## src/hdl/bstats_pkg.sv

```systemverilog
`timescale 1ns / 1ps
// ----------------------------------------------------------------------------
// bstats_pkg
// Shared sizes, command/status bundles, opcodes and the fit microprogram.
// ----------------------------------------------------------------------------
package bstats_pkg;

    localparam int MAX_BARS = 1024;
    localparam int IDX_W    = $clog2(MAX_BARS);
    localparam int CNT_W    = IDX_W + 1;
    localparam int PRICE_W  = 32;

    // running sums, sized for a full store
    localparam int SUMC_W = PRICE_W + IDX_W + 1;
    localparam int SXY_W  = PRICE_W + 2 * IDX_W + 1;
    localparam int SX2Y_W = PRICE_W + 3 * IDX_W + 1;
    localparam int SYY_W  = 2 * PRICE_W + IDX_W + 1;
    localparam int SI_W   = 2 * IDX_W;
    localparam int SI2_W  = 3 * IDX_W;
    localparam int SI4_W  = 5 * IDX_W;

    // fit arithmetic word and sequencing
    localparam int WORD_W   = 192;
    localparam int STEP_W   = $clog2(WORD_W);
    localparam int RA_W     = 5;
    localparam int RF_DEPTH = 1 << RA_W;
    localparam int PC_W     = 6;

    localparam int EPS_SQ  = 1000;
    localparam int ONE_FIX = 65536;

    localparam logic [2:0] OP_LD  = 3'd0;
    localparam logic [2:0] OP_MUL = 3'd1;
    localparam logic [2:0] OP_ADD = 3'd2;
    localparam logic [2:0] OP_SUB = 3'd3;
    localparam logic [2:0] OP_DIV = 3'd4;
    localparam logic [2:0] OP_END = 3'd5;

    // register file slots: loaded operands first, then temporaries
    localparam logic [RA_W-1:0] RG_N    = 5'd0;
    localparam logic [RA_W-1:0] RG_SX   = 5'd1;
    localparam logic [RA_W-1:0] RG_SX2  = 5'd2;
    localparam logic [RA_W-1:0] RG_SY   = 5'd3;
    localparam logic [RA_W-1:0] RG_SXY  = 5'd4;
    localparam logic [RA_W-1:0] RG_SX2Y = 5'd5;
    localparam logic [RA_W-1:0] RG_SYY  = 5'd6;
    localparam logic [RA_W-1:0] RG_SX4  = 5'd7;
    localparam logic [RA_W-1:0] RG_EPSN = 5'd8;
    localparam logic [RA_W-1:0] RG_ONE  = 5'd9;
    localparam logic [RA_W-1:0] RG_NA   = 5'd10;
    localparam logic [RA_W-1:0] RG_NB   = 5'd11;
    localparam logic [RA_W-1:0] RG_T0   = 5'd12;
    localparam logic [RA_W-1:0] RG_T1   = 5'd13;
    localparam logic [RA_W-1:0] RG_NN   = 5'd14;
    localparam logic [RA_W-1:0] RG_SX3  = 5'd15;
    localparam logic [RA_W-1:0] RG_DD   = 5'd16;
    localparam logic [RA_W-1:0] RG_T    = 5'd17;
    localparam logic [RA_W-1:0] RG_DEN  = 5'd18;
    localparam logic [RA_W-1:0] RG_NUM  = 5'd19;
    localparam logic [RA_W-1:0] RG_C2   = 5'd20;
    localparam logic [RA_W-1:0] RG_C3   = 5'd21;
    localparam logic [RA_W-1:0] RG_DET  = 5'd22;
    localparam logic [RA_W-1:0] RG_DETA = 5'd23;

    // destination codes of a divide
    localparam logic [RA_W-1:0] RES_SLOPE = 5'd0;
    localparam logic [RA_W-1:0] RES_FIT   = 5'd1;
    localparam logic [RA_W-1:0] RES_CURV  = 5'd2;
    localparam logic [RA_W-1:0] RES_NOISE = 5'd3;

    typedef struct packed {
        logic [2:0]      op;
        logic [RA_W-1:0] d;
        logic [RA_W-1:0] a;
        logic [RA_W-1:0] b;
    } t_instr;

    typedef struct packed {
        logic            capture;
        logic            bar1;
        logic            bar2;
        logic            bar3;
        logic            ld;
        logic            rd;
        logic            alu_wr;
        logic            alu_sub;
        logic            mul_start;
        logic            mul_wr;
        logic            div_start;
        logic            res_wr;
        logic            emit;
        logic [RA_W-1:0] addr_d;
        logic [RA_W-1:0] addr_a;
        logic [RA_W-1:0] addr_b;
    } t_cmd;

    typedef struct packed {
        logic last;
        logic mul_done;
        logic div_done;
    } t_stat;

    function automatic t_instr mk(input logic [2:0] op, input logic [RA_W-1:0] d,
                                  input logic [RA_W-1:0] a, input logic [RA_W-1:0] b);
        t_instr r;
        r.op = op;
        r.d  = d;
        r.a  = a;
        r.b  = b;
        return r;
    endfunction

    function automatic t_instr prog(input logic [PC_W-1:0] pc);
        t_instr r;
        unique case (pc)
            6'd0:  r = mk(OP_LD,  RG_N,    RG_N,    RG_N);
            6'd1:  r = mk(OP_LD,  RG_SX,   RG_N,    RG_N);
            6'd2:  r = mk(OP_LD,  RG_SX2,  RG_N,    RG_N);
            6'd3:  r = mk(OP_LD,  RG_SY,   RG_N,    RG_N);
            6'd4:  r = mk(OP_LD,  RG_SXY,  RG_N,    RG_N);
            6'd5:  r = mk(OP_LD,  RG_SX2Y, RG_N,    RG_N);
            6'd6:  r = mk(OP_LD,  RG_SYY,  RG_N,    RG_N);
            6'd7:  r = mk(OP_LD,  RG_SX4,  RG_N,    RG_N);
            6'd8:  r = mk(OP_LD,  RG_EPSN, RG_N,    RG_N);
            6'd9:  r = mk(OP_LD,  RG_ONE,  RG_N,    RG_N);
            6'd10: r = mk(OP_LD,  RG_NA,   RG_N,    RG_N);
            6'd11: r = mk(OP_LD,  RG_NB,   RG_N,    RG_N);
            // slope numerator and denominator
            6'd12: r = mk(OP_MUL, RG_T0,   RG_N,    RG_SXY);
            6'd13: r = mk(OP_MUL, RG_T1,   RG_SX,   RG_SY);
            6'd14: r = mk(OP_SUB, RG_NN,   RG_T0,   RG_T1);
            6'd15: r = mk(OP_MUL, RG_T0,   RG_N,    RG_SX2);
            6'd16: r = mk(OP_MUL, RG_SX3,  RG_SX,   RG_SX);
            6'd17: r = mk(OP_SUB, RG_DD,   RG_T0,   RG_SX3);
            6'd18: r = mk(OP_MUL, RG_T0,   RG_NN,   RG_ONE);
            6'd19: r = mk(OP_DIV, RES_SLOPE, RG_T0, RG_DD);
            // r squared
            6'd20: r = mk(OP_MUL, RG_T0,   RG_N,    RG_SYY);
            6'd21: r = mk(OP_MUL, RG_T1,   RG_SY,   RG_SY);
            6'd22: r = mk(OP_SUB, RG_T,    RG_T0,   RG_T1);
            6'd23: r = mk(OP_ADD, RG_T,    RG_T,    RG_EPSN);
            6'd24: r = mk(OP_MUL, RG_DEN,  RG_DD,   RG_T);
            6'd25: r = mk(OP_MUL, RG_T0,   RG_NN,   RG_NN);
            6'd26: r = mk(OP_MUL, RG_T1,   RG_DD,   RG_EPSN);
            6'd27: r = mk(OP_ADD, RG_NUM,  RG_T0,   RG_T1);
            6'd28: r = mk(OP_MUL, RG_NUM,  RG_NUM,  RG_ONE);
            6'd29: r = mk(OP_DIV, RES_FIT, RG_NUM,  RG_DEN);
            // quadratic cofactors
            6'd30: r = mk(OP_MUL, RG_T0,   RG_SX3,  RG_N);
            6'd31: r = mk(OP_MUL, RG_T1,   RG_SX,   RG_SX2);
            6'd32: r = mk(OP_SUB, RG_C2,   RG_T0,   RG_T1);
            6'd33: r = mk(OP_MUL, RG_T0,   RG_SX3,  RG_SX);
            6'd34: r = mk(OP_MUL, RG_T1,   RG_SX2,  RG_SX2);
            6'd35: r = mk(OP_SUB, RG_C3,   RG_T0,   RG_T1);
            6'd36: r = mk(OP_MUL, RG_T0,   RG_SX4,  RG_DD);
            6'd37: r = mk(OP_MUL, RG_T1,   RG_SX3,  RG_C2);
            6'd38: r = mk(OP_SUB, RG_DET,  RG_T0,   RG_T1);
            6'd39: r = mk(OP_MUL, RG_T0,   RG_SX2,  RG_C3);
            6'd40: r = mk(OP_ADD, RG_DET,  RG_DET,  RG_T0);
            6'd41: r = mk(OP_MUL, RG_T0,   RG_SX2Y, RG_DD);
            6'd42: r = mk(OP_MUL, RG_T1,   RG_SXY,  RG_C2);
            6'd43: r = mk(OP_SUB, RG_DETA, RG_T0,   RG_T1);
            6'd44: r = mk(OP_MUL, RG_T0,   RG_SY,   RG_C3);
            6'd45: r = mk(OP_ADD, RG_DETA, RG_DETA, RG_T0);
            6'd46: r = mk(OP_MUL, RG_DETA, RG_DETA, RG_ONE);
            6'd47: r = mk(OP_DIV, RES_CURV, RG_DETA, RG_DET);
            6'd48: r = mk(OP_DIV, RES_NOISE, RG_NA, RG_NB);
            default: r = mk(OP_END, RG_N,  RG_N,    RG_N);
        endcase
        return r;
    endfunction

endpackage

```

## src/hdl/bstats_ctrl.sv

```systemverilog
`timescale 1ns / 1ps
// ----------------------------------------------------------------------------
// bstats_ctrl
// Bar intake sequencing and microprogram sequencer for the final fit.
// ----------------------------------------------------------------------------
module bstats_ctrl import bstats_pkg::*; (
    input  logic  i_clk,
    input  logic  i_rst_n,
    input  logic  start,
    output logic  busy,
    input  t_stat i_stat,
    output t_cmd  o_cmd
);

    localparam logic [3:0] S_IDLE  = 4'd0;
    localparam logic [3:0] S_BAR1  = 4'd1;
    localparam logic [3:0] S_BAR2  = 4'd2;
    localparam logic [3:0] S_BAR3  = 4'd3;
    localparam logic [3:0] S_FETCH = 4'd4;
    localparam logic [3:0] S_OPER  = 4'd5;
    localparam logic [3:0] S_MUL   = 4'd6;
    localparam logic [3:0] S_DIV   = 4'd7;
    localparam logic [3:0] S_EMIT  = 4'd8;

    logic [3:0]      r_state, n_state;
    logic [PC_W-1:0] r_pc, n_pc;
    t_instr          instr;

    assign instr = prog(r_pc);

    always_comb begin
        n_state       = r_state;
        n_pc          = r_pc;
        o_cmd         = '0;
        o_cmd.addr_d  = instr.d;
        o_cmd.addr_a  = instr.a;
        o_cmd.addr_b  = instr.b;
        unique case (r_state)
            S_IDLE: if (start) begin
                o_cmd.capture = 1'b1;
                n_state       = S_BAR1;
            end
            S_BAR1: begin
                o_cmd.bar1 = 1'b1;
                n_state    = S_BAR2;
            end
            S_BAR2: begin
                o_cmd.bar2 = 1'b1;
                n_state    = S_BAR3;
            end
            S_BAR3: begin
                o_cmd.bar3 = 1'b1;
                n_pc       = '0;
                n_state    = i_stat.last ? S_FETCH : S_IDLE;
            end
            S_FETCH: begin
                unique case (instr.op)
                    OP_LD: begin
                        o_cmd.ld = 1'b1;
                        n_pc     = r_pc + 1'b1;
                    end
                    OP_END: n_state = S_EMIT;
                    default: begin
                        o_cmd.rd = 1'b1;
                        n_state  = S_OPER;
                    end
                endcase
            end
            S_OPER: begin
                unique case (instr.op)
                    OP_ADD, OP_SUB: begin
                        o_cmd.alu_wr  = 1'b1;
                        o_cmd.alu_sub = (instr.op == OP_SUB);
                        n_pc          = r_pc + 1'b1;
                        n_state       = S_FETCH;
                    end
                    OP_MUL: begin
                        o_cmd.mul_start = 1'b1;
                        n_state         = S_MUL;
                    end
                    default: begin
                        o_cmd.div_start = 1'b1;
                        n_state         = S_DIV;
                    end
                endcase
            end
            S_MUL: if (i_stat.mul_done) begin
                o_cmd.mul_wr = 1'b1;
                n_pc         = r_pc + 1'b1;
                n_state      = S_FETCH;
            end
            S_DIV: if (i_stat.div_done) begin
                o_cmd.res_wr = 1'b1;
                n_pc         = r_pc + 1'b1;
                n_state      = S_FETCH;
            end
            S_EMIT: begin
                o_cmd.emit = 1'b1;
                n_pc       = '0;
                n_state    = S_IDLE;
            end
            default: n_state = S_IDLE;
        endcase
    end

    always_ff @(posedge i_clk) begin
        if (!i_rst_n) begin
            r_state <= S_IDLE;
            r_pc    <= '0;
        end else begin
            r_state <= n_state;
            r_pc    <= n_pc;
        end
    end

    assign busy = (r_state != S_IDLE);

`ifndef ASSERT_OFF
    a_accept: assert property (@(posedge i_clk) disable iff (!i_rst_n)
        (start && !busy) |=> (r_state == S_BAR1))
        else $error("accepted beat did not enter intake");

    a_mul_op: assert property (@(posedge i_clk) disable iff (!i_rst_n)
        (r_state == S_MUL) |-> (instr.op == OP_MUL))
        else $error("multiply wait on a non-multiply step");

    a_emit_done: assert property (@(posedge i_clk) disable iff (!i_rst_n)
        (r_state == S_EMIT) |=> (r_state == S_IDLE && r_pc == '0))
        else $error("sequencer not rewound after emit");
`endif

endmodule

```

## config.mk

```make
export PLATFORM = sky130hd
export DESIGN_NAME = bstats_ctrl
export DESIGN_NICKNAME = d
export VERILOG_FILES = /design/src/hdl/bstats_pkg.sv /design/src/hdl/bstats_ctrl.sv
export SDC_FILE = /design/constraint.sdc
export NUM_CORES = 1
export LEC_CHECK = 0
export BUFFER_PORTS_ARGS = -buffer_cell sky130_fd_sc_hd__buf_2
export CAP_MARGIN = 10
export CORE_MARGIN = 4
export CORE_UTILIZATION = 58
export CTS_CLUSTER_DIAMETER = 40
export DETAILED_ROUTE_END_ITERATION = 8
export PLACE_DENSITY = 0.81
export SETUP_SLACK_MARGIN = 0.15
export SYNTH_ARGS = -nofsm -noshare
export SYNTH_HDL_FRONTEND = slang
export SYNTH_SLANG_ARGS = --single-unit
```

## constraint.sdc

```tcl
create_clock -name i_clk -period 3.9 [get_ports i_clk]
set_clock_uncertainty 0.05 [all_clocks]
set_input_delay 0 -clock i_clk [delete_from_list [all_inputs] [get_ports i_clk]]
set_output_delay 0 -clock i_clk [all_outputs]
set_load 0.01 [all_outputs]
```

==> reports/metrics.yaml, run 1 <==
hold_class: "in2reg"
worstSetupPathType: "reg2reg"
synth-main-ff-cell: "dfxtp_1"
drive_gt1_share_pct: 19.2
multi_input_area_sq_um: 1650
cts-root-buf: "clkbuf_8"
drt_iter0_drc: 545
synth_area_per_cell_sq_um: 7.34
setup_violations: 0
synth_area_sq_um: 2470
synth-edff-count: 0
cp_max_fo: 16
period_minus_slack_ps: 3480
grt_antenna_before_repair: 0
globalRouteOverflowTotal: 0
worstMarginPinSlew_ps: 996
die_h_um: 73.3
syn_to_final_growth_pct: 6.73
most-common-layout-cells: "34 x nor2_1, 34 x buf_2, 31 x nand2_1"
crit_path_start: "r_state[1]"
reg2reg_from: "r_state[1]"
initial_core_util_pct: 61.0
irDropWorstVdd_mv: 0.252
ys_warn_count: 0
rsz0062_at_grt: "no"
seqCellArea_sq_um: 562
p_per_area_nw_per_um2: 271
netlist_instances: 337
wirelength_um: 6950
tritoncts: "yes"
endpoint_kind: "flop"
clkTransAtPathRegs_ps: 90
placement.io_buffers: 34
startpoint_type: "flop"
fp.dieArea_sq_um: 5370
grt_pass1_wl_um: 11100
fmax_mhz: 288
ys_seq_area_share_pct: 22.7
ys_types: 67
firstDrtPassIters: 5
core_area_sq_um: 4060
finalHoldViolations: 0
wire_per_inst_um: 17.6
outcome: "complete, no violations"
num_antenna_cells: 0
drv_cap: 0
track_usage_pct: 25.8
vias: 2653
period_share_pct: 89.1
worstHoldStart: "i_rst_n"
drt-vias-per-instance: 6.73
grt_max_degree: 28
first_global_vias: 2192
wl_met3_um: 845
cts.htree.levels: 1
highest_layer: "met4"
fin_tns_setup_ps: 0
finalMaxSlewViolations: 0
gp_congestion: 0.967
cp.required_ps: 4050
cts_made_buffers: 3
timing.hold.ws_ps: 71.5
cp_data_arrival_time_ps: 3630
ctsLongestPathBuffers: 2
ys_async_sr_fraction_pct: 0
ios: 35
antenna_left: 0
num-fill-cells: 358
syn-num-nets: 352
ys_seq_elements: 28
leakagePower_uw: 0.00109
met2_length_um: 2990
hpwlAfterDp_um: 4800
nets: 360
max-slew-margin-rel_pct: 33.4
final_core_utilization_pct: 65.1
clk_latency_ps: 280
die_w_um: 73.3
rows: 23
drc: 0
clock-sinks: 28
wl_met1_um: 2970
==> per-layer routing <==
layer  vias up  global-route usage [%]
li1       1224                       -
met1      1185                    38.2
met2       215                    38.2
met3        29                    4.79
met4         0                    6.84
met5         -                       0
==> where the power goes <==
part	switching [uW]	leakage (uW)	internal [uW]	total, uW
Combinational	99.0	0.000828	63.9	163
Sequential	22.5	0.000226	294	316
Clock	97.4	0.0000357	138	235
==> state kept, by name (all words and copies together), names as in the netlist <==
register and cells:
r_pc 6, instr 18, r_state 4
==> repair_timing <==
action                                 4_1_cts  5_1_grt
resized for setup                            0        5
hold buffers                                 2        0
buffers inserted                             0        0
setup endpoints to repair                    0       17
endpoints found under the hold margin        2        0
==> synthesized netlist by cell type, drive strengths merged (3+ instances only) <==
master / n / area share, %
o21a: 3 / 0.91
o31ai: 4 / 1.2
mux2: 3 / 1.4
a211oi: 3 / 0.91
xnor2: 3 / 1.1
xor2: 4 / 1.7
buf: 27 / 7.3
and3: 9 / 2.3
o21ai: 18 / 3.6
nand2: 31 / 4.7
nor4b: 4 / 1.9
o22ai: 5 / 1.3
o211ai: 6 / 1.8
a31oi: 5 / 1.3
clkbuf: 13 / 2.0
dfxtp: 28 / 23
nor2b: 3 / 0.76
a21oi: 27 / 5.5
nand3b: 3 / 0.91
nand4: 4 / 1.0
nor2: 35 / 5.6
a32o: 3 / 1.2
and2: 3 / 0.76
nor3: 16 / 3.7
nor4: 4 / 1.9
a21o: 3 / 0.91
inv: 12 / 1.8
nand2b: 4 / 1.0
mux2i: 3 / 1.2
nand3: 13 / 2.6
ha: 9 / 4.6
==> cell families (layout without fill, tap and decap cells) <==
family | Yosys count | after routing | synth area share, %
AO/OA/AOI/OAI | 98 | 98 | 26.4
adder cells (fa/ha/maj) | 9 | 9 | 4.55
flip-flops | 28 | 28 | 22.7
buffers and inverters | 53 | 60 | 11.3
AND/OR/NAND/NOR | 136 | 136 | 29.7
multiplexers | 6 | 6 | 2.58
XOR/XNOR | 7 | 7 | 2.78
==> stage by stage <==
| stage | cells | total power (uW) | worst slack (ps) | instance area [sq um] |
|---|---|---|---|---|
| CTS | 394 | 707 | 192 | 2620 |
| global placement | 388 | 471 | 479 | 2530 |
| detailed placement | 388 | 474 | 212 | 2530 |
| finish | 394 | 714 | 424 | 2640 |
| global route | 394 | 740 | 141 | 2640 |
| floorplan | 337 | 435 | 643 | 2470 |
==> path summary, 6_finish.rpt <==
path           endpoint  slack, ps  depth (start not counted)
min reg2reg  r_state[3]        490                          2
max reg2reg    instr[1]        420                         11
max            instr[1]        420                         11
min          r_state[0]         70                          3
==> area by class of cell <==
type,instances,share of cell area (%)
inverters,13,1.85
flip-flops and latches,28,21.3
well taps,50,2.37
clock buffers,3,1.56
multi-input cells,256,62.6
repair buffers,43,9.19
clock inverters,1,1.14
==> worst max-delay path: stages (launching register included) <==
cell and delay (ps):
dfxtp_1 660, nor4bb_1 170, a32o_2 340, nor3_4 350
xor2_2 320, nand2_1 250, inv_1 200, ha_1 390
inv_1 120, o31ai_1 340, o21ai_0 130, o211ai_1 100
(Power assumes the default switching activity.)
==> run 2, diff against run 1 <==
--- a/config.mk
+++ b/config.mk
@@ -12,7 +12,7 @@
 export CTS_CLUSTER_DIAMETER = 40
 export DETAILED_ROUTE_END_ITERATION = 8
 export PLACE_DENSITY = 0.81
-export SETUP_SLACK_MARGIN = 0.15
+export SETUP_SLACK_MARGIN = 0.5
 export SYNTH_ARGS = -nofsm -noshare
 export SYNTH_HDL_FRONTEND = slang
 export SYNTH_SLANG_ARGS = --single-unit
==> run 2 against run 1 <==
  * Total power rose by 1.8%
  * Global-route usage grew 0.11 points
  * Setup slack improved by 240 ps
  * Critical endpoint is now instr[11]
  * Sequential share of layout area is 0.26 points lower
  * Sequential cell count did not move
  * Clock-buffer cell count unchanged
  * Final area is 2.4% higher
  * Register-to-register slack gained 240 ps
  * Utilization rose by 1.5 points
  * Hold slack got worse by 14 ps
  * Critical path depth is 1 lower
  * Combinational power grew 5%
  * Largest cell class unchanged
==> reports/metrics.yaml, run 2 (synthesis results as in run 1) <==
leakagePower_uw: 0.00112
gp_congestion: 0.967
reg2regPathDepth: 10
clkTransAtPathRegs_ps: 110
hold_class: "in2reg"
fmax_mhz: 309
multi_input_area_sq_um: 1670
fin_tns_setup_ps: 0
r2r_end: "instr[11]"
syn_to_final_growth_pct: 9.26
seqCellArea_sq_um: 568
worstSetupPathType: "reg2reg"
globalRouteOverflowTotal: 0
firstDrtPassIters: 6
hold_depth: 3
ios: 35
crit_path_start: "r_state[2]"
drt_iter0_drc: 582
most-common-layout-cells: "34 x nor2_1, 34 x buf_2, 31 x nand2_1"
period_minus_slack_ps: 3240
max-slew-margin-rel_pct: 32.7
drive_gt1_share_pct: 22.1
wirelength_um: 7150
drv_cap: 0
rows: 23
finalHoldViolations: 0
rsz0062_at_grt: "yes"
tritoncts: "yes"
first_global_vias: 2195
drt-vias-per-instance: 6.75
reg2reg_slack_ps: 660
final_core_utilization_pct: 66.6
wire_per_inst_um: 17.9
vias: 2692
worstHoldStart: "i_rst_n"
grt_max_degree: 28
holdPathEnd: "r_state[2]"
grt_antenna_before_repair: 0
drc: 0
die_w_um: 73.3
setup_violations: 0
clk_latency_ps: 290
worstMarginPinSlew_ps: 1010
fp.dieArea_sq_um: 5370
num-fill-cells: 347
cts_made_buffers: 3
antenna_left: 0
endpoint_kind: "flop"
track_usage_pct: 25.9
placement.io_buffers: 34
startpoint_type: "flop"
period_share_pct: 83.1
num_antenna_cells: 0
p_per_area_nw_per_um2: 269
cp.required_ps: 4020
largest_register_ff_count: 18
finalMaxSlewViolations: 0
cts.htree.levels: 1
cts-root-buf: "clkbuf_8"
clock-sinks: 28
cp_max_fo: 13
grt_pass1_wl_um: 11100
reg2reg_from: "r_state[2]"
nets: 365
irDropWorstVdd_mv: 0.253
hpwlAfterDp_um: 4800
cp_data_arrival_time_ps: 3360
initial_core_util_pct: 61.0
core_area_sq_um: 4060
die_h_um: 73.3
ctsLongestPathBuffers: 2
outcome: "complete, no violations"
-- run 2: cell types whose count changed in the layout (fill, tap and decap cells not counted), sizes merged --
cell and change:
buf +5
-- run 2: how the worst max path moves through the flow --
stage,end,cells past startpoint
floorplan,instr[12],13
global placement,instr[12],11
detailed placement,instr[11],10
CTS,instr[1],11
global route,instr[11],10
finish,instr[11],10
-- run 2: layout make-up --
cell class	count	area share [%]
well taps	50	2.31
flip-flops and latches	28	21.0
repair buffers	48	10.4
clock buffers	3	1.53
inverters	13	1.81
multi-input cells	256	61.9
clock inverters	1	1.11
-- run 2: repair_timing --
item | CTS | global route
hold buffers | 2 | 0
pin swaps | 0 | 2
hold endpoints to repair | 2 | 0
buffers inserted | 0 | 5
endpoints found under the setup margin | 16 | 17
gates resized for setup | 5 | 8
-- run 2: metal layers --
metal  track usage [%]  routed length, um  vias to the layer above
li1                  -                  -                     1238
met4              6.84                190                        0
met3              4.79                891                       37
met5                 0                  0                        -
met2              38.6               3110                      212
met1              38.2               2960                     1205
-- run 2: critical path, stage by stage, from the launching register on --
cell and delay [ps]:
dfxtp_2 460, or4b_4 540, nor2_4 230, nor3_4 110, xor2_2 300, nand2_1 250
ha_2 520, and2_1 210, nor3_1 70, a211oi_1 260, o311ai_1 120
-- run 2: stage by stage --
stage               hold slack [ps]  cells  total power, uW  setup slack (ps)  cell area (sq um)
detailed placement              212    388              474               212               2530
CTS                            69.1    394              711               527               2640
global placement                206    388              471               479               2530
global route                    110    399              750               453               2700
floorplan                      37.1    337              435               643               2470
finish                         57.7    399              727               660               2700
-- run 2: power by group --
part | total [uW] | internal [uW] | switching [uW] | leakage [uW]
Combinational | 171 | 68.3 | 103 | 0.000852
Clock | 239 | 138 | 101 | 0.0000357
Sequential | 317 | 295 | 22.2 | 0.000228
